[src/sv/sst_pkg.sv]
`timescale 1ns / 1ps
// shared types and codes for the scoped symbol table
package sst_pkg;

   localparam int ACTION_W = 3;
   localparam int KEY_W    = 64;
   localparam int STATUS_W = 3;
   localparam int ADDR_W   = 10;
   localparam int DEPTH_W  = 8;
   localparam int COUNT_W  = 11;

   localparam logic [ACTION_W-1:0] ACT_ADD    = 3'd0;
   localparam logic [ACTION_W-1:0] ACT_LOOKUP = 3'd1;
   localparam logic [ACTION_W-1:0] ACT_MARK   = 3'd2;
   localparam logic [ACTION_W-1:0] ACT_ENTER  = 3'd3;
   localparam logic [ACTION_W-1:0] ACT_LEAVE  = 3'd4;

   localparam logic [STATUS_W-1:0] STAT_OK      = 3'd0;
   localparam logic [STATUS_W-1:0] STAT_DUP     = 3'd1;
   localparam logic [STATUS_W-1:0] STAT_MISSING = 3'd2;
   localparam logic [STATUS_W-1:0] STAT_AT_ZERO = 3'd3;
   localparam logic [STATUS_W-1:0] STAT_FULL    = 3'd4;
   localparam logic [STATUS_W-1:0] STAT_LIMIT   = 3'd5;

   // controller to datapath
   typedef struct packed {
      logic load;     // capture the request word
      logic scan;     // walk the live entries
      logic commit;   // apply the action and drive the response
   } cmd_type;

   // datapath to controller
   typedef struct packed {
      logic need_scan;  // request on the ports needs a table walk
      logic hit;        // entry under compare matches
      logic miss;       // walk ran off the live entries
   } stat_type;

endpackage

[src/sv/sst_ctrl.sv]
`timescale 1ns / 1ps
// control state machine of the scoped symbol table
module sst_ctrl (
   input  logic             clock,
   input  logic             reset,
   input  logic             start,
   input  sst_pkg::stat_type stat,
   output sst_pkg::cmd_type cmd,
   output logic             busy
);
   import sst_pkg::*;

   typedef enum logic [2:0] {
      S_IDLE = 3'b001,
      S_SCAN = 3'b010,
      S_DONE = 3'b100
   } state_type;

   state_type state_ff, state_in;

   always_comb begin
      state_in   = state_ff;
      cmd.load   = 1'b0;
      cmd.scan   = 1'b0;
      cmd.commit = 1'b0;
      unique case (state_ff)
         S_IDLE: begin
            if (start) begin
               cmd.load = 1'b1;
               state_in = stat.need_scan ? S_SCAN : S_DONE;
            end
         end
         S_SCAN: begin
            cmd.scan = 1'b1;
            if (stat.hit || stat.miss) state_in = S_DONE;
         end
         S_DONE: begin
            cmd.commit = 1'b1;
            state_in   = S_IDLE;
         end
         default: state_in = S_IDLE;
      endcase
   end

   assign busy = (state_ff != S_IDLE);

   always_ff @(posedge clock) begin
      if (reset) state_ff <= S_IDLE;
      else       state_ff <= state_in;
   end

endmodule

[config.mk]
export PLATFORM = sky130hd
export DESIGN_NAME = sst_ctrl
export DESIGN_NICKNAME = d
export VERILOG_FILES = /design/src/sv/sst_pkg.sv /design/src/sv/sst_ctrl.sv
export SDC_FILE = /design/constraint.sdc
export NUM_CORES = 1
export LEC_CHECK = 0
export ABC_AREA = 1
export BUFFER_PORTS_ARGS = -buffer_cell sky130_fd_sc_hd__buf_4
export CORE_AREA = 8 8 45 47
export DETAILED_ROUTE_END_ITERATION = 12
export DIE_AREA = 0 0 53 55
export PLACE_DENSITY = 0.32
export SLEW_MARGIN = 30
export SYNTH_ARGS = -nofsm -noshare
export SYNTH_HDL_FRONTEND = slang
export SYNTH_SLANG_ARGS = --single-unit
[constraint.sdc]
create_clock -name clock -period 2 [get_ports clock]
set_clock_uncertainty 0.15 [all_clocks]
set_input_delay 0.3 -clock clock [delete_from_list [all_inputs] [get_ports clock]]
set_output_delay 0.3 -clock clock [all_outputs]
set_load 0.1 [all_outputs]
==> flow_metrics.env <==
export IMPL_critPathKind="flip-flop to primary output"
export IMPL_yosys_cell_types_count=15
export IMPL_max_freq_ghz=0.612
export IMPL_yosysTopAreaCellShare_pct=29.4
export IMPL_rsz0062_at_grt="false"
export IMPL_crit_required_ns=1.55
export IMPL_postCtsHoldBufs=0
export IMPL_gp_congestion=0.749
export IMPL_finalPower_w=0.000338
export IMPL_std_cell_rows=14
export IMPL_worst_pin_slew_ns=0.281
export IMPL_finalNetCount=46
export IMPL_cts_root_buf="clkbuf_4"
export IMPL_mostFrequentLayoutCells="buf_4, inv_1"
export IMPL_clockBufferDepth=2
export IMPL_grt_pass1_vias=208
export IMPL_cts_resized=0
export IMPL_regMostFlops="state_ff"
export IMPL_syn_nets=32
export IMPL_ys_seq_elements=3
export IMPL_max_cap_viol_count=0
export IMPL_clkTransAtPathRegs_ns=0.04
export IMPL_p_leak_nw=0.181
export IMPL_ioPinCount=10
export IMPL_synth_warnings=0
export IMPL_synth_cells=26
export IMPL_regArea_um2=60.1
export IMPL_htree_levels=1
export IMPL_final_setup_viol_count=0
export IMPL_wl_per_cell_um=9.25
export IMPL_via_count=203
export IMPL_startpoint_type="flip-flop"
export IMPL_die_h_um=55
export IMPL_overflow=0
export IMPL_slew_headroom_pct=81.4
export IMPL_layout_drive_gt1_share_pct=61.5
export IMPL_top_regs="state_ff (3)"
export IMPL_post_route_period_util_pct=81.7
export IMPL_nFillCells=163
export IMPL_cts_sinks=3
export IMPL_cp_end_kind="primary output"
export IMPL_crit_arrival_ns=1.18
export IMPL_synth_top_area_cell="dfxtp_1"
export IMPL_tritoncts="yes"
export IMPL_cts_buffers=3
export IMPL_layout_min_cycle_time_ns=1.63
export IMPL_io_buffer_count=9
export IMPL_core_um2=1380
export IMPL_crit_path_max_fanout=3
export IMPL_largest_reg_flops=3
export IMPL_viasPerCell=3.69
export IMPL_first_pass_iters=2
export IMPL_ant_nets=0
export IMPL_syn_to_final_growth_pct=62.0
export IMPL_initial_core_util_pct=14.7
export IMPL_yosys_top_cells_area="dfxtp_1, nor2_8, nand3_1"
export IMPL_drc=0
export IMPL_dr_first_iter_drc_count=2
export IMPL_fin_ws_ns=0.367
export IMPL_hold_path_cell_count=2
export IMPL_slew_violations=0
export IMPL_wirelength_um=509
export IMPL_ys_seq_area_share_pct=29.4
export IMPL_antennaDiodeCount=0
export IMPL_grt_pass1_wl_um=800
export IMPL_whs_ns=0.0870
export IMPL_track_usage_pct=4.20
export IMPL_die_width_um=53
export IMPL_hold_viol_final=0
export IMPL_multiInputGateArea_um2=134
export IMPL_syn_area_per_cell_um2=7.84
export IMPL_status="complete, no violations"
export IMPL_final_common_cell="buf_4"
export IMPL_clkLatencyLatePin_ns=0.23
export IMPL_syn_area_um2=204
export IMPL_grt_start_max_net_pins=6
export IMPL_hold_class="input port to flip-flop"
export IMPL_powerDensity_nw_per_um2=1020
export IMPL_ir_drop_v=0.000181
export IMPL_setup_tns_ns=0
export IMPL_dieArea_um2=2920
export IMPL_post_cts_buffers=0
export IMPL_place_ws_ns=0.600
export IMPL_rr_worst_depth=5
export IMPL_grt_antenna_before_repair=0
[critical path, stage by stage (launching register included)]
cell     delay [ns]
dfxtp_1        0.35
nor2_4         0.14
nand2_2        0.09
nor2_4         0.08
buf_4          0.29
[layer usage]
metal  vias to the layer above  track usage (%)  share of wire (%)  wire length, um
li1                        106                -                  -                -
met1                        93             3.18                 35              177
met2                         4             6.84                 63              319
met3                         0             1.60                2.4               12
met4                         0             6.47                  0                0
met5                         -                0                  0                0
[path summary, 6_finish.rpt]
check	from	end	slack, ns
setup reg to reg	state_ff[1]	state_ff[2]	0.93
hold reg to reg	state_ff[0]	state_ff[1]	0.45
hold / removal	reset	state_ff[1]	0.09
setup / recovery	state_ff[1]	cmd[2]	0.37
[where the power goes]
part,switching [W],internal (W)
clock network,0.0000303,0.0000747
logic,0.000116,0.0000383
registers,0.0000108,0.0000679
[through the flow]
step | area (um^2) | cells | utilization [%]
after global placement | 304 | 51 | 22.0
after floorplan | 216 | 26 | -
after detailed placement | 304 | 51 | 22.0
final | 330 | 55 | 23.9
after CTS | 330 | 55 | 23.9
after global routing | 330 | 55 | 23.9
[cell usage after synthesis]
library cell / count
nand3_1: 3
nor3_1: 1
nor2_2: 1
nor2_1: 1
nor2_8: 1
dfxtp_1: 3
nand2_1: 3
nand2_4: 1
nor2_4: 1
nand4_1: 1
inv_1: 4
a21oi_2: 1
nand2_2: 2
nand3_2: 1
inv_2: 2
[cell families after synthesis]
| kind of cell | count (synthesis) | share of synthesized area, % |
|---|---|---|
| AOI/OAI and AO/OA | 1 | 4.30 |
| buffers and inverters | 6 | 11.0 |
| DFF | 3 | 29.4 |
| and+or+nand+nor | 16 | 55.2 |
[layout make-up]
cell class,count,area share [%]
Inverter,6,6.82
Multi-Input combinational cell,17,40.5
Timing Repair Buffer,9,20.5
Clock buffer,4,7.95
Sequential cell,3,18.2
Tap cell,16,6.06
Power figures use the tool's default switching activity.
